**src/jssd_pkg.sv**
```systemverilog
// ----------------------------------------------------------------------------
// jssd_pkg
// Shared types, reset values and the half-step coil table for the
// joystick stepper half-step drive.
// ----------------------------------------------------------------------------
package jssd_pkg;

  localparam int unsigned SAMPLE_BITS_DEF = 10;  // converter resolution
  localparam int unsigned REG_BITS        = 10;  // threshold register width
  localparam int unsigned IVL_BITS        = 5;   // step interval width
  localparam int unsigned COIL_BITS       = 4;
  localparam int unsigned PHASE_BITS      = 3;
  localparam int unsigned MODE_BITS       = 2;
  localparam int unsigned CFG_IDX_BITS    = 2;

  localparam int unsigned DIGIT_CNT_BITS  = $clog2(IVL_BITS);
  localparam logic [DIGIT_CNT_BITS-1:0] LAST_DIGIT = DIGIT_CNT_BITS'(IVL_BITS - 1);

  localparam logic [REG_BITS-1:0] FWD_THR_RST = REG_BITS'(600);
  localparam logic [REG_BITS-1:0] REV_THR_RST = REG_BITS'(400);
  localparam logic [IVL_BITS-1:0] FAST_RST    = IVL_BITS'(2);
  localparam logic [IVL_BITS-1:0] SLOW_RST    = IVL_BITS'(30);
  localparam logic [IVL_BITS-1:0] TICK_MAX    = IVL_BITS'(31);

  typedef enum logic [MODE_BITS-1:0] {
    MODE_IDLE = 2'd0,
    MODE_FWD  = 2'd1,
    MODE_REV  = 2'd2
  } mode_t;

  typedef enum logic [CFG_IDX_BITS-1:0] {
    REG_FWD_THR = 2'd0,
    REG_REV_THR = 2'd1,
    REG_FAST    = 2'd2,
    REG_SLOW    = 2'd3
  } reg_idx_t;

  typedef enum logic [1:0] {
    ST_IDLE = 2'd0,
    ST_MUL  = 2'd1,
    ST_DIV  = 2'd2,
    ST_DONE = 2'd3
  } state_t;

  // Half-step coil sequence
  function automatic logic [COIL_BITS-1:0] half_step(input logic [PHASE_BITS-1:0] ph);
    logic [COIL_BITS-1:0] pat;
    begin
      unique case (ph)
        3'd0:    pat = 4'b0001;
        3'd1:    pat = 4'b0011;
        3'd2:    pat = 4'b0010;
        3'd3:    pat = 4'b0110;
        3'd4:    pat = 4'b0100;
        3'd5:    pat = 4'b1100;
        3'd6:    pat = 4'b1000;
        default: pat = 4'b1001;
      endcase
      return pat;
    end
  endfunction

endpackage

```
**src/jssd_mul.sv**
```systemverilog
// ----------------------------------------------------------------------------
// jssd_mul
// Bit-serial shift-and-add multiplier: operand by a 5-bit magnitude,
// one multiplier bit per cycle.
// ----------------------------------------------------------------------------
module jssd_mul #(
  parameter int unsigned OPW = jssd_pkg::REG_BITS
) (
  input  logic                                  clk,
  input  logic                                  rst_n,
  input  logic                                  start,
  input  logic [OPW-1:0]                        op_a,
  input  logic [jssd_pkg::IVL_BITS-1:0]         op_b,
  output logic                                  done,
  output logic [OPW+jssd_pkg::IVL_BITS-1:0]     prod
);

  localparam int unsigned PW = OPW + jssd_pkg::IVL_BITS;

  logic [PW-1:0]                          acc_r;
  logic [PW-1:0]                          a_r;
  logic [jssd_pkg::IVL_BITS-1:0]          b_r;
  logic [jssd_pkg::DIGIT_CNT_BITS-1:0]    cnt_r;
  logic                                   run_r;
  logic                                   done_r;

  always_ff @(posedge clk) begin
    if (!rst_n) begin
      run_r  <= 1'b0;
      done_r <= 1'b0;
      cnt_r  <= '0;
    end else begin
      done_r <= 1'b0;
      if (start) begin
        run_r <= 1'b1;
        cnt_r <= '0;
      end else if (run_r) begin
        cnt_r <= cnt_r + 1'b1;
        if (cnt_r == jssd_pkg::LAST_DIGIT) begin
          run_r  <= 1'b0;
          done_r <= 1'b1;
        end
      end
    end
  end

  always_ff @(posedge clk) begin
    if (start) begin
      acc_r <= '0;
      a_r   <= PW'(op_a);
      b_r   <= op_b;
    end else if (run_r) begin
      if (b_r[0]) begin
        acc_r <= acc_r + a_r;
      end
      a_r <= a_r << 1;
      b_r <= b_r >> 1;
    end
  end

  assign done = done_r;
  assign prod = acc_r;

endmodule

```
**src/jssd_div.sv**
```systemverilog
// ----------------------------------------------------------------------------
// jssd_div
// Restoring divider producing a 5-bit quotient, one bit per cycle.
// Caller guarantees the quotient fits; a zero divisor gives zero.
// ----------------------------------------------------------------------------
module jssd_div #(
  parameter int unsigned OPW = jssd_pkg::REG_BITS
) (
  input  logic                                  clk,
  input  logic                                  rst_n,
  input  logic                                  start,
  input  logic [OPW+jssd_pkg::IVL_BITS-1:0]     num,
  input  logic [OPW-1:0]                        den,
  output logic                                  done,
  output logic [jssd_pkg::IVL_BITS-1:0]         quo
);

  localparam int unsigned PW = OPW + jssd_pkg::IVL_BITS;

  logic [PW-1:0]                          rem_r;
  logic [PW-1:0]                          den_r;
  logic [jssd_pkg::IVL_BITS-1:0]          quo_r;
  logic                                   zero_r;
  logic [jssd_pkg::DIGIT_CNT_BITS-1:0]    cnt_r;
  logic                                   run_r;
  logic                                   done_r;
  logic                                   ge;

  assign ge = (rem_r >= den_r);

  always_ff @(posedge clk) begin
    if (!rst_n) begin
      run_r  <= 1'b0;
      done_r <= 1'b0;
      cnt_r  <= '0;
    end else begin
      done_r <= 1'b0;
      if (start) begin
        run_r <= 1'b1;
        cnt_r <= '0;
      end else if (run_r) begin
        cnt_r <= cnt_r + 1'b1;
        if (cnt_r == jssd_pkg::LAST_DIGIT) begin
          run_r  <= 1'b0;
          done_r <= 1'b1;
        end
      end
    end
  end

  always_ff @(posedge clk) begin
    if (start) begin
      rem_r  <= num;
      den_r  <= PW'(den) << (jssd_pkg::IVL_BITS - 1);
      quo_r  <= '0;
      zero_r <= (den == '0);
    end else if (run_r) begin
      if (ge) begin
        rem_r <= rem_r - den_r;
      end
      quo_r <= {quo_r[jssd_pkg::IVL_BITS-2:0], ge};
      den_r <= den_r >> 1;
    end
  end

  assign done = done_r;
  assign quo  = zero_r ? '0 : quo_r;

endmodule

```
**src/joystick_stepper_half_step_drive.sv**
```systemverilog
// ----------------------------------------------------------------------------
// joystick_stepper_half_step_drive
// Half-step stepper sequencer steered by a joystick sample per tick.
//
// Use: each in_ item is one tick carrying a joystick sample. Every item gives
// exactly one out_ item: coil pattern, step flag, run mode and the step
// interval worked out for that tick. Thresholds and intervals are written on
// the cfg_ channel (always ready); the user must write them only while the
// block is idle, as the block itself does not enforce it.
// Mapping: a forward or reverse item runs the interval mapping, a bit-serial
// multiplier and then a restoring divider; an idle-mode item skips both.
// Flow: one item in flight at a time; in_tready is high only in the idle
// state, so a new item is taken only once the last has left the done state.
// Stall: the result sits in an output register; a new item is accepted while
// it waits, and a finished item waits in the done state until the register
// frees, so nothing is dropped. Mode, and the clearing of tick and phase on a
// mode change, take effect at accept; stepping happens when the result loads.
// Reset: synchronous, active low. Registers return to 600/400/2/30, mode
// idle, phase, tick count and coils to zero.
// ----------------------------------------------------------------------------
module joystick_stepper_half_step_drive #(
  parameter int unsigned SAMPLE_BITS = jssd_pkg::SAMPLE_BITS_DEF
) (
  input  logic                                  clk,
  input  logic                                  rst_n,
  // input channel
  input  logic                                  in_tvalid,
  output logic                                  in_tready,
  input  logic [((SAMPLE_BITS+7)/8)*8-1:0]      in_tdata,   // [SAMPLE_BITS-1:0] joystick_sample
  // result channel
  output logic                                  out_tvalid,
  input  logic                                  out_tready,
  output logic [15:0]                           out_tdata,  // [3:0] coil_pattern, [4] stepped,
                                                            // [6:5] run_mode, [11:7] step_interval
  // configuration
  input  logic                                  cfg_valid,
  output logic                                  cfg_ready,
  input  logic [jssd_pkg::CFG_IDX_BITS-1:0]     cfg_index,
  input  logic [jssd_pkg::REG_BITS-1:0]         cfg_data
);

  // Compare width covers both the sample and the 10-bit thresholds
  localparam int unsigned W  = (SAMPLE_BITS > jssd_pkg::REG_BITS) ? SAMPLE_BITS
                                                                  : jssd_pkg::REG_BITS;
  localparam int unsigned IB = jssd_pkg::IVL_BITS;
  localparam logic [W-1:0] MAXV = W'((64'd1 << SAMPLE_BITS) - 64'd1);

  // config registers
  logic [jssd_pkg::REG_BITS-1:0] fwd_thr_r, rev_thr_r;
  logic [IB-1:0]                 fast_r, slow_r;

  // sequencer state
  jssd_pkg::state_t state_r, state_nxt;
  jssd_pkg::mode_t  mode_r, mode_in;
  logic [jssd_pkg::PHASE_BITS-1:0] phase_r;
  logic [IB-1:0]                   tick_r;
  logic [jssd_pkg::COIL_BITS-1:0]  coil_r;
  logic [IB-1:0]                   base_r;
  logic                            sub_r;
  logic [W-1:0]                    den_r;
  logic [IB-1:0]                   ivl_r;

  // output register
  logic        out_tvalid_r;
  logic [15:0] out_tdata_r;

  // datapath
  logic [W-1:0]        s_w, ft_w, rt_w, mul_a;
  logic [IB:0]         diff;
  logic [IB-1:0]       mag;
  logic                accept, out_free, load;
  logic                mul_done, div_done;
  logic [W+IB-1:0]     prod;
  logic [IB-1:0]       quo;
  logic [IB+1:0]       ivl_sum;
  logic [IB-1:0]       tick_inc;
  logic                active, fire;

  assign s_w  = W'(in_tdata[SAMPLE_BITS-1:0]);
  assign ft_w = W'(fwd_thr_r);
  assign rt_w = W'(rev_thr_r);

  always_comb begin
    if (s_w >= ft_w) begin
      mode_in = jssd_pkg::MODE_FWD;
    end else if (s_w <= rt_w) begin
      mode_in = jssd_pkg::MODE_REV;
    end else begin
      mode_in = jssd_pkg::MODE_IDLE;
    end
  end

  // signed span of the interval range; work on its magnitude
  assign diff  = {1'b0, slow_r} - {1'b0, fast_r};
  assign mag   = diff[IB] ? IB'(-diff) : diff[IB-1:0];
  assign mul_a = (mode_in == jssd_pkg::MODE_FWD) ? (s_w - ft_w) : s_w;

  assign cfg_ready = 1'b1;
  assign accept    = in_tvalid && in_tready;
  assign out_free  = !out_tvalid_r || out_tready;
  assign load      = (state_r == jssd_pkg::ST_DONE) && out_free;

  // ---- state machine ----
  always_ff @(posedge clk) begin
    if (!rst_n) begin
      state_r <= jssd_pkg::ST_IDLE;
    end else begin
      state_r <= state_nxt;
    end
  end

  always_comb begin
    state_nxt = state_r;
    in_tready = 1'b0;
    unique case (state_r)
      jssd_pkg::ST_IDLE: begin
        in_tready = 1'b1;
        if (in_tvalid) begin
          state_nxt = (mode_in == jssd_pkg::MODE_IDLE) ? jssd_pkg::ST_DONE
                                                       : jssd_pkg::ST_MUL;
        end
      end
      jssd_pkg::ST_MUL: begin
        if (mul_done) state_nxt = jssd_pkg::ST_DIV;
      end
      jssd_pkg::ST_DIV: begin
        if (div_done) state_nxt = jssd_pkg::ST_DONE;
      end
      jssd_pkg::ST_DONE: begin
        if (out_free) state_nxt = jssd_pkg::ST_IDLE;
      end
      default: state_nxt = jssd_pkg::ST_IDLE;
    endcase
  end

  // ---- serial arithmetic ----
  jssd_mul #(.OPW(W)) u_mul (
    .clk   (clk),
    .rst_n (rst_n),
    .start (accept && (mode_in != jssd_pkg::MODE_IDLE)),
    .op_a  (mul_a),
    .op_b  (mag),
    .done  (mul_done),
    .prod  (prod)
  );

  jssd_div #(.OPW(W)) u_div (
    .clk   (clk),
    .rst_n (rst_n),
    .start (mul_done),
    .num   (prod),
    .den   (den_r),
    .done  (div_done),
    .quo   (quo)
  );

  // forward: slow - q*sign, reverse: fast + q*sign; result stays between them
  assign ivl_sum = sub_r ? ({2'b00, base_r} - {2'b00, quo})
                         : ({2'b00, base_r} + {2'b00, quo});

  // ---- config writes ----
  always_ff @(posedge clk) begin
    if (!rst_n) begin
      fwd_thr_r <= jssd_pkg::FWD_THR_RST;
      rev_thr_r <= jssd_pkg::REV_THR_RST;
      fast_r    <= jssd_pkg::FAST_RST;
      slow_r    <= jssd_pkg::SLOW_RST;
    end else if (cfg_valid) begin
      unique case (cfg_index)
        jssd_pkg::REG_FWD_THR: fwd_thr_r <= cfg_data;
        jssd_pkg::REG_REV_THR: rev_thr_r <= cfg_data;
        jssd_pkg::REG_FAST:    fast_r    <= cfg_data[IB-1:0];
        jssd_pkg::REG_SLOW:    slow_r    <= cfg_data[IB-1:0];
        default: ;
      endcase
    end
  end

  // operands held for the item in flight
  always_ff @(posedge clk) begin
    if (accept) begin
      den_r  <= (mode_in == jssd_pkg::MODE_FWD) ? (MAXV - ft_w) : rt_w;
      base_r <= (mode_in == jssd_pkg::MODE_FWD) ? slow_r : fast_r;
      sub_r  <= (mode_in == jssd_pkg::MODE_FWD) ^ diff[IB];
    end
  end

  always_ff @(posedge clk) begin
    if (accept) begin
      ivl_r <= '0;
    end else if (div_done) begin
      ivl_r <= ivl_sum[IB-1:0];
    end
  end

  // ---- tick, phase and coils ----
  assign active   = (mode_r != jssd_pkg::MODE_IDLE);
  assign tick_inc = (tick_r < jssd_pkg::TICK_MAX) ? tick_r + 1'b1 : tick_r;
  assign fire     = active && (tick_inc >= ivl_r);

  always_ff @(posedge clk) begin
    if (!rst_n) begin
      mode_r  <= jssd_pkg::MODE_IDLE;
      phase_r <= '0;
      tick_r  <= '0;
      coil_r  <= '0;
    end else if (accept) begin
      mode_r <= mode_in;
      if (mode_in != mode_r) begin
        tick_r  <= '0;
        phase_r <= '0;
      end
    end else if (load) begin
      if (active) begin
        tick_r <= fire ? '0 : tick_inc;
      end
      if (fire) begin
        coil_r  <= jssd_pkg::half_step(phase_r);
        phase_r <= (mode_r == jssd_pkg::MODE_FWD) ? phase_r + 1'b1 : phase_r - 1'b1;
      end
    end
  end

  // ---- output register ----
  always_ff @(posedge clk) begin
    if (!rst_n) begin
      out_tvalid_r <= 1'b0;
    end else if (load) begin
      out_tvalid_r <= 1'b1;
    end else if (out_tready) begin
      out_tvalid_r <= 1'b0;
    end
  end

  always_ff @(posedge clk) begin
    if (load) begin
      out_tdata_r <= {4'b0000, ivl_r, mode_r, fire,
                      fire ? jssd_pkg::half_step(phase_r) : coil_r};
    end
  end

  assign out_tvalid = out_tvalid_r;
  assign out_tdata  = out_tdata_r;

  // ---- checks ----
  a_mul_in_mul: assert property (@(posedge clk) disable iff (!rst_n)
    mul_done |-> (state_r == jssd_pkg::ST_MUL))
    else $error("multiplier finished outside its state");

  a_div_in_div: assert property (@(posedge clk) disable iff (!rst_n)
    div_done |-> (state_r == jssd_pkg::ST_DIV))
    else $error("divider finished outside its state");

  a_step_active: assert property (@(posedge clk) disable iff (!rst_n)
    (out_tvalid && out_tdata[4]) |-> (out_tdata[6:5] != jssd_pkg::MODE_IDLE))
    else $error("step flagged while idle");

  a_idle_ivl: assert property (@(posedge clk) disable iff (!rst_n)
    (out_tvalid && (out_tdata[6:5] == jssd_pkg::MODE_IDLE)) |-> (out_tdata[11:7] == '0))
    else $error("interval nonzero while idle");

  a_load_free: assert property (@(posedge clk) disable iff (!rst_n)
    (out_tvalid && !out_tready) |=> (out_tvalid && $stable(out_tdata)))
    else $error("result overwritten while stalled");

endmodule

```
**config.mk**
```make
export PLATFORM = sky130hd
export DESIGN_NAME = joystick_stepper_half_step_drive
export DESIGN_NICKNAME = d
export VERILOG_FILES = /design/src/jssd_pkg.sv /design/src/jssd_mul.sv /design/src/jssd_div.sv /design/src/joystick_stepper_half_step_drive.sv
export SDC_FILE = /design/constraint.sdc
export NUM_CORES = 1
export LEC_CHECK = 0
export ABC_AREA = 1
export BUFFER_PORTS_ARGS = -buffer_cell sky130_fd_sc_hd__buf_2
export CAP_MARGIN = 20
export CORE_ASPECT_RATIO = 0.5
export CORE_MARGIN = 8
export CORE_UTILIZATION = 40
export CTS_CLUSTER_DIAMETER = 50
export DETAILED_ROUTE_END_ITERATION = 8
export PLACE_DENSITY = 0.61
export REMOVE_ABC_BUFFERS = 1
export SYNTH_ARGS = -nofsm -noshare
export SYNTH_HDL_FRONTEND = slang
export SYNTH_SLANG_ARGS = --single-unit
```
**constraint.sdc**
```tcl
create_clock -name clk -period 3.1 [get_ports clk]
set_input_delay 0.155 -clock clk [delete_from_list [all_inputs] [get_ports clk]]
set_output_delay 0.155 -clock clk [all_outputs]
set_load 0.1 [all_outputs]
```
[After elaboration in Yosys (flattened, before gate mapping)]
Cells that the tools add are included.
Storage, ports and cells
  register bits: 160
  input bits: 33
  output and inout port bits: 19
  logic and storage cells: 156
Cells by class
  $add $sub $neg: 13
  order comparisons: 5
  equality and inequality tests: 22
  mux-type cells: 47
  bitwise logic cells: 5
  reductions and logical operators: 34
Operators by type and width (count)
  5-bit two-way mux: 12
  15-bit two-way mux: 3
  10-bit two-way mux: 4
  14-bit two-way mux: 2
  4-bit case mux with 7 select lines: 1
  2-bit nonzero test: 9
  15-bit adder: 1
  3-bit equality test, second input constant: 5
  15-bit by 14-bit >= comparator with 1-bit output: 1
  3-bit two-way mux: 5
  15-bit by 14-bit subtractor with 15-bit output: 1
  2-bit two-way mux: 7
  2-bit AND reduction: 7
  1-bit two-way mux: 11
  10-bit >= comparator: 1
  10-bit less-or-equal comparator: 1
  10-bit logical NOT: 1
  10-bit subtractor: 1
  10-bit subtractor, first input constant: 1
  3-bit by 1-bit adder with 3-bit output, second input constant: 3
  2-bit by 1-bit equality test with 1-bit output, second input constant: 4
  2-bit equality test, second input constant: 4
  2-bit case mux with 4 select lines: 1
  3-bit by 2-bit equality test with 1-bit output, second input constant: 2
  24 further kinds: 38

[Depth between registers and ports, before layout]
Gate-level depths: netlist of run 1.
  word-level depth: 8
  depth in mapped cells: 15
  depth with buffers taken out: 15

[Cells and area by module]
From an unflattened synthesis of run 1, not the netlist that was laid out.
Unflattened totals
  cells, all modules: 1329
  area, all modules: 9924.5 µm²
By module, submodules not included
  joystick_stepper_half_step_drive: instances 1, cells each 629, area each 4907.2 µm², sequential area each 1881.8 µm²
  jssd_div: instances 1, cells each 348, area each 2565.0 µm², sequential area each 1061.0 µm²
  jssd_mul: instances 1, cells each 352, area each 2452.4 µm², sequential area each 950.9 µm²

[Least setup slack after synthesis of run 1]
Ideal clock, no wire load.
  path type: register -> register
  start point: register state_r[0]
  end point: register u_mul.a_r[0] (enable)
  setup time: 0.366 ns
  data arrival time: 2.277 ns
  data required time: 2.734 ns
  slack: 0.456 ns
  cell stages (with the launch flop): 8
  buffers on the path: 1
  period minus slack after synthesis: 2.644 ns
  cells stage by stage: dfxtp_1 > inv_1 > ha_1 > nand2_2 > nor2_8 > inv_4 > buf_2 > nand2_1
On the way
  longest elaborated chain between the ends: 5
Ends and longest elaborated chain
  start: declaration: RTL line joystick_stepper_half_step_drive.sv:53  | jssd_pkg::state_t state_r, state_nxt;
  start signal: assignment: RTL line joystick_stepper_half_step_drive.sv:106  | state_r <= jssd_pkg::ST_IDLE;
  start signal: assignment: RTL line joystick_stepper_half_step_drive.sv:108  | state_r <= state_nxt;
  2-bit logical NOT: RTL line joystick_stepper_half_step_drive.sv:115  | unique case (state_r)
  1-bit two-way mux: RTL line joystick_stepper_half_step_drive.sv:115
  via in_tready: RTL line joystick_stepper_half_step_drive.sv:28  | output logic in_tready,
  1-bit logical AND: RTL line joystick_stepper_half_step_drive.sv:99  | assign accept = in_tvalid && in_tready;
  1-bit logical AND: RTL line joystick_stepper_half_step_drive.sv:140  | .start (accept && (mode_in != jssd_pkg::MODE_IDLE)),
  2-bit nonzero test (no line)
  end signal: assignment: RTL line jssd_mul.sv:50  | a_r <= PW'(op_a);
  end signal: assignment: RTL line jssd_mul.sv:56  | a_r <= a_r << 1;
  end: declaration: RTL line jssd_mul.sv:21  | logic [PW-1:0] a_r;
The timed path passes the listed nets, and every way through them passes these cells.
A chain may end at the register's enable or synchronous reset.

[Worst setup path after layout of run 1]
  start point: register u_div.den_r[1]
  end point: register u_div.rem_r[0] (enable)
On the way
  longest elaborated chain between the ends: 3
Ends and longest elaborated chain
  start: declaration: RTL line jssd_div.sv:21  | logic [PW-1:0] den_r;
  start signal: assignment: RTL line jssd_div.sv:54  | den_r <= PW'(den) << (jssd_pkg::IVL_BITS - 1);
  start signal: assignment: RTL line jssd_div.sv:62  | den_r <= den_r >> 1;
  15-bit by 14-bit >= comparator with 1-bit output: RTL line jssd_div.sv:29  | assign ge = (rem_r >= den_r);
  2-bit nonzero test (no line)
  2-bit AND reduction (no line)
  end signal: assignment: RTL line jssd_div.sv:53  | rem_r <= num;
  end signal: assignment: RTL line jssd_div.sv:59  | rem_r <= rem_r - den_r;
  end: declaration: RTL line jssd_div.sv:20  | logic [PW-1:0] rem_r;
No other way between the ends.

==> results.cfg, run 1 <==
[status]
status = finished clean

[sta]
slew_headroom_pct = 56.6
fin_worst_skew_ps = 12.2
fmax_ghz = 0.393
finalHoldViolCount = 0
drv_slew = 0
grt_setup_unrepaired = false
finalCritPeriodShare_pct = 82.1
fin_crit_ps = 2540
setup-violations-final = 0
worstMarginPinSlew_ps = 650
finalSetupTns_ps = 0

[synth]
ys_seq_elements = 160
async_reset_ff_share_pct = 0
synth_area_leader_cell = edfxtp_1
syn_inst = 1189
synthFlopType = dfxtp_1
synth_area_um2 = 9440
synth-edff-count = 69
synth-warning-count = 0
synth_cell_types = 44
yosysSeqAreaShare_pct = 41.3
avgSynthCellArea_um2 = 7.94
synth_top_area_share_pct = 22.0
synth_top_cells_by_area = edfxtp_1 22%, dfxtp_1 19%, ha_1 10%

[floorplan]
fp-row-count = 39
core_um2 = 23000
start_util_pct = 41.1
die_h_um = 125
ios = 52
die_w_um = 233
dieArea_um2 = 29100

[global_routing]
first_global_vias = 7778
grt_pass1_wl_mm = 37.3
overflow = 0
grt_max_degree = 41
track_usage_pct = 15.6
antenna_found_initial = 1

[drt]
ant_nets = 0
vias_per_cell = 5.08
route.detailed.drc = 0
vias = 7903
drt_first_pass_iters = 4
wl_per_cell_um = 14.3
drtIter0Drc = 432
wirelength_mm = 22.3

[power]
irDropWorstVdd_mv = 0.409
leakagePower_nw = 4.72
p_per_area_nw_per_um2 = 698

[clock_tree]
ctsHoldBuffers = 6
clockBufferDepth = 2
cts_resized = 0
cts_tree = done
cts-buffers-inserted = 17
htreeDepth = 4
worstSkewPairLatency_ps = 440
cts.clk_slew.worst_paths_ps = 70
cts_root_buf = clkbuf_16
post_cts_buffers = 0
cts_sinks = 160

[setup_path]
path_class = register to register
worst-endpoint-required_ps = 3210
critPathMostFrequentCell = nand2_1
critical_path_arrival_ps = 2660
end_kind = register
cp-start-kind = register
slowest_stage = dfxtp_1
crit_chain = inv_1 -> ha_1 -> nand2_1 -> o21ai_0 -> a21oi_1 -> o21ai_0 -> nand3_1 -> nand3_1 -> nand2_1 -> nand2_1 -> buf_4
crit_fanout = 15
cp_slowest_stage_delay_ps = 380

[cells_and_area]
final_cells = 1556
drive_above_1_share_pct = 9.54
seqCellArea_um2 = 3890
multi_input_area_um2 = 4750
syn2layout_area_growth_pct = 12.2
fin_nets = 1352
nFillCells = 2259

[hold_path]
hold_path.class = input port to register

[placement]
gp_congestion = 0.890
dp_hpwl_mm = 17.0
io_buffers = 40
placedCellCount = 1517

[flow_run]
drv_cap = 0
==> power breakdown <==
| group | internal, mW | leakage (nW) | switching, mW |
|---|---|---|---|
| registers | 2.61 | 1.39 | 0.229 |
| clock network | 1.20 | 0.288 | 0.904 |
| logic | 0.826 | 3.04 | 1.62 |
| total | 4.64 | 4.72 | 2.76 |
==> state kept, by name, summed over array words and instances (netlist names), 2 cells and up <==
signal and flops:
base_r 5, coil_r 4, den_r 10, fast_r 5, ft_w 10, ivl_r 5
mode_r 2, out_tdata 12, phase_r 3, rev_thr_r 10, slow_r 5, state_r 2
tick_r 5, u_div.cnt_r 3, u_div.den_r 14, u_div.quo_r 5, u_div.rem_r 15, u_mul.a_r 15
u_mul.b_r 5, u_mul.cnt_r 3, u_mul.prod 15
==> final timing paths <==
path,start,slack [ps],end,cells after the start
setup / recovery,u_div.den_r[1],560,u_div.rem_r[0],11
hold / removal,cfg_data[0],30,rev_thr_r[0],3
setup reg to reg,u_div.den_r[1],560,u_div.rem_r[0],11
hold reg to reg,ivl_r[3],440,out_tdata[10],0
==> cells by family (layout without fill, tap and decap cells) <==
family	count (synthesis)	count (layout)	share of synthesized area, %
AO/OA/AOI/OAI	273	273	15.7
XOR/XNOR	31	31	2.88
adder cells (fa/ha/maj)	84	84	11.5
buffers and inverters	198	254	8.54
flip-flops	160	160	41.3
other	2	6	0.0796
AND/OR/NAND/NOR	441	441	20.0
==> layout by cell type, fill, tap and decap left out, types with 3 or more instances in the layout <==
cell | netlist | routed
a31oi_1 | 15 | 15
o21ai_0 | 96 | 96
clkinv_1 | 2 | 3
or2_2 | 13 | 13
o211ai_1 | 12 | 12
nand4_1 | 8 | 8
dlygate4sd3_1 | 0 | 6
clkinv_2 | 0 | 3
nand2_2 | 3 | 3
dfxtp_1 | 91 | 91
a21oi_2 | 4 | 4
nand3_1 | 60 | 60
nor3_1 | 9 | 9
inv_1 | 158 | 158
conb_1 | 2 | 5
clkbuf_16 | 0 | 17
a211oi_1 | 6 | 6
nand2_1 | 250 | 250
nand3_2 | 3 | 3
o21ai_1 | 15 | 15
a21oi_1 | 109 | 109
ha_1 | 79 | 79
inv_6 | 0 | 4
nor2_1 | 84 | 84
o21bai_1 | 3 | 3
fa_1 | 5 | 5
xnor2_1 | 11 | 11
buf_2 | 6 | 40
buf_4 | 6 | 11
xor2_1 | 20 | 20
inv_2 | 3 | 3
edfxtp_1 | 69 | 69
a21o_1 | 7 | 7
==> per-layer routing <==
metal	GRT usage, %	vias to the layer above	part of all wire (%)
li1	-	4047	-
met1	20.3	3694	48
met2	26.1	138	47
met3	2.98	24	3.8
met4	4.58	0	1.4
met5	0	-	0
==> synthesized netlist by cell type (3+ instances only) <==
cell type and instances:
buf_2 6, xnor2_1 11, nand2_1 250, a211oi_1 6, buf_6 4, a21o_1 7, nor2_1 84, o21ai_0 96
or2_2 13, o21ai_1 15, nand3_1 60, nand3_2 3, ha_1 79, nand2_2 3, buf_4 6, a31oi_1 15
clkbuf_1 18, nor3_1 9, xor2_1 20, fa_1 5, dfxtp_1 91, a21oi_2 4, nand4_1 8, inv_2 3
o211ai_1 12, edfxtp_1 69, a21oi_1 109, inv_1 158, o21bai_1 3
==> critical path: cells and delay by family (launching register included) <==
| family | cells | cell delay, ps |
|---|---|---|
| buffers and inverters | 2 | 350 |
| AOI/OAI and AO/OA | 3 | 740 |
| DFF | 1 | 380 |
| and+or+nand+nor | 5 | 460 |
| adders and majority gates | 1 | 300 |
==> stage by stage <==
stage / power (mW) / utilization, % / hold WS [ps] / cell area, µm² / setup WS (ps)
after CTS: 7.46 / 46.1 / 8.84 / 10600 / 529
after global placement: 5.25 / 43.3 / 386 / 9950 / 587
after detailed placement: 5.32 / 43.3 / 388 / 9950 / 555
after floorplan: 4.67 / - / 239 / 9260 / 316
after global routing: 7.91 / 46.1 / 10.1 / 10600 / 294
final: 7.39 / 46.1 / 27.5 / 10600 / 556
==> area by class of cell <==
type	instances	area share, %
Antenna cell	1	0.0236
Clock buffer	17	4.02
Clock inverter	15	1.48
Inverter	164	5.83
Multi-Input combinational cell	834	44.8
Sequential cell	160	36.8
Tap cell	307	3.63
Timing Repair Buffer	58	3.43
Note: power is estimated with default switching activity, not from simulation.
==> inputs of run 2 (changes only) <==
--- a/config.mk
+++ b/config.mk
@@ -5,7 +5,7 @@
 export SDC_FILE = /design/constraint.sdc
 export NUM_CORES = 1
 export LEC_CHECK = 0
-export ABC_AREA = 1
+export ABC_AREA = 0
 export BUFFER_PORTS_ARGS = -buffer_cell sky130_fd_sc_hd__buf_2
 export CAP_MARGIN = 20
 export CORE_ASPECT_RATIO = 0.5
@@ -13,7 +13,7 @@
 export CORE_UTILIZATION = 40
 export CTS_CLUSTER_DIAMETER = 50
 export DETAILED_ROUTE_END_ITERATION = 8
-export PLACE_DENSITY = 0.61
+export PLACE_DENSITY = 0.63
 export REMOVE_ABC_BUFFERS = 1
 export SYNTH_ARGS = -nofsm -noshare
 export SYNTH_HDL_FRONTEND = slang
==> constraint.sdc (replaced) <==
create_clock -name clk -period 2.05 [get_ports clk]
set_input_delay 0.1025 -clock clk [delete_from_list [all_inputs] [get_ports clk]]
set_output_delay 0.1025 -clock clk [all_outputs]
set_load 0.1 [all_outputs]
==> run 2 against run 1 <==
Against the previous run:
- the run now ends with negative setup slack left
- sequential share of layout area down 8.8 points
- non-clock buffer count up 257
- fmax barely moved
- cell count up 6.7%
==> results.cfg, run 2 <==
[floorplan]
dieArea_um2 = 29300
start_util_pct = 40.2
die_w_um = 234
ios = 52
fp-row-count = 40
core_um2 = 23700
die_h_um = 125

[setup_path]
reg2reg_depth = 11
end_kind = register
critical_path_arrival_ps = 2820
worst-path-buf-inv = 2
r2r_end = u_mul.a_r[8]
cp_slowest_stage_delay_ps = 340
slowest_stage = dfxtp_2
crit_fanout = 6
crit_path_start = ft_w[0]
cp-start-kind = register
worst-endpoint-required_ps = 2320
rrSetupSlack_ps = -500
path_class = register to register
crit_family = compound AO/OA/AOI/OAI gates
timing.rr.start = ft_w[0]
crit_chain = ha_4 -> fa_2 -> nand2b_4 -> a211oi_4 -> o31ai_4 -> a21o_4 -> a21oi_4 -> buf_6 -> buf_12 -> nor2_4 -> a31oi_2

[sta]
hold_ws_ps = 109
worstMarginPinSlew_ps = 538
drv_slew = 0
fin_crit_ps = 2550
fin_worst_skew_ps = 9.17
timing.final.ws_setup_ps = -495
fmax_ghz = 0.393
grt_setup_unrepaired = true
finalSetupTns_ps = -41330
setup-violations-final = 117
finalCritPeriodShare_pct = 124
finalHoldViolCount = 0
slew_headroom_pct = 64.1

[drt]
wirelength_mm = 29.5
drt_first_pass_iters = 5
vias = 8684
drtIter0Drc = 665
vias_per_cell = 5.23
route.detailed.drc = 0
wl_per_cell_um = 17.8
ant_nets = 0

[synth]
yosys.cell_count.top_type = nand2_1
synth_area_leader_cell = edfxtp_1
synth-edff-count = 69
avgSynthCellArea_um2 = 9.14
synthFlopType = dfxtp_1
synth_cell_types = 79
yosysSeqAreaShare_pct = 40.9
synth_top_cells_by_area = edfxtp_1 22%, dfxtp_1 19%, ha_1 10%
synth_top_area_share_pct = 21.8
synth-warning-count = 0
synth_common_cells = 156 x nand2_1, 91 x dfxtp_1, 84 x nor2_1
syn_inst = 1041
synth_area_um2 = 9510
async_reset_ff_share_pct = 0
ys_seq_elements = 160

[placement]
placedCellCount = 1575
io_buffers = 40
place_ws_ps = -612
dp_hpwl_mm = 20.5
gp_congestion = 0.878

[global_routing]
antenna_found_initial = 0
grt_max_degree = 57
overflow = 0
first_global_vias = 8125
track_usage_pct = 19.6
grt_pass1_wl_mm = 45.3

[clock_tree]
cts_tree = done
cts-buffers-inserted = 17
clockBufferDepth = 2
worstSkewPairLatency_ps = 440
cts_root_buf = clkbuf_16
cts.clk_slew.worst_paths_ps = 60
cts_sinks = 160
htreeDepth = 4

[power]
irDropWorstVdd_mv = 0.611
leakagePower_nw = 5.73
p_per_area_nw_per_um2 = 873

[cells_and_area]
nFillCells = 1962
finish.utilization_pct = 59.2
mostFrequentLayoutCells = 220 x buf_4, 139 x nand2_1, 75 x dfxtp_1
drive_above_1_share_pct = 40.7
syn2layout_area_growth_pct = 47.3
final_common_cell = buf_4
seqCellArea_um2 = 3920
multi_input_area_um2 = 6230
diodes = 0
final_cells = 1661
fin_nets = 1450

[flow_run]
drv_cap = 0

[status]
status = complete, but fails checks
failed_checks = negative setup slack

[hold_path]
hold_path.class = input port to register
min_to = u_mul.a_r[0]
holdCritStartpoint = in_tdata[0]
whs_path_depth = 3
-- run 2: cell count changes in the layout (fill, tap and decap cells not counted), sizes merged, moves of 10 or more --
cell,change
inv,-91
buf,+251
nand2,-98
nand2b,+11
mux2i,+29
nor3,+12
nand3,-44
a21oi,-52
nor2b,+15
o21ai,-58
o31ai,+20
a211oi,+10
xnor2,+17
-- run 2: through the flow --
step	cell area, µm²	power [mW]
6_report	14000	12.2
5_1_grt	14000	12.8
3_5_place_dp	11600	8.03
4_1_cts	13400	11.7
3_3_place_gp	11600	7.95
2_1_floorplan	9290	6.46
-- run 2: metal layers --
metal / part of all wire, % / up-vias / track usage (%)
met5: 0 / - / 0
met4: 1.4 / 0 / 3.79
met3: 6.3 / 31 / 4.72
met2: 40 / 267 / 25.1
met1: 53 / 4118 / 31.8
li1: - / 4268 / -
-- run 2: cell families (layout without fill, tap and decap cells) --
| logic type | count (synthesis) | in the layout | synth area share, % |
|---|---|---|---|
| AND/OR/NAND/NOR | 368 | 368 | 18.0 |
| AO/OA/AOI/OAI | 229 | 229 | 16.6 |
| flip-flops | 160 | 160 | 40.9 |
| buffers and inverters | 124 | 426 | 5.62 |
| adder cells (fa/ha/maj) | 84 | 84 | 11.4 |
| XOR/XNOR | 39 | 39 | 3.59 |
| multiplexers | 35 | 35 | 3.76 |
| other | 2 | 5 | 0.0789 |
-- run 2: worst max-delay path by stage --
| stage | slack [ps] | cells past startpoint | to |
|---|---|---|---|
| after detailed placement | -610 | 11 | den_r[5] |
| final | -500 | 11 | u_mul.a_r[8] |
| after global placement | -480 | 10 | tick_r[3] |
| after floorplan | -1300 | 8 | u_mul.a_r[0] |
| after CTS | -420 | 11 | u_mul.a_r[2] |
| after global routing | -530 | 11 | u_mul.a_r[8] |
-- run 2: final cells by class --
| cell class | count | share of cell area (%) |
|---|---|---|
| multi-input cells | 760 | 44.4 |
| flip-flops and latches | 160 | 28.0 |
| repair buffers | 315 | 18.5 |
| clock buffers | 21 | 3.14 |
| well taps | 315 | 2.81 |
| inverters | 79 | 2.12 |
| clock inverters | 11 | 1.02 |
-- run 2: tightest hold or removal path: cells and delay by family --
family / cells / cell delay (ps)
compound gates: 1 / 170
buf+inv: 1 / 90
simple gates: 1 / 50
-- run 2: repair_timing --
item	in CTS	in global routing
pin swaps	76	69
resized for setup	196	106
endpoints found under the hold margin	28	0
buffers inserted	26	29
setup endpoints to repair	119	119
cloned	3	1
hold buffers	11	0
-- run 2: report_power, final --
| part | switching (mW) | internal [mW] |
|---|---|---|
| Sequential | 0.354 | 3.84 |
| Clock | 1.33 | 1.91 |
| Combinational | 2.55 | 2.24 |
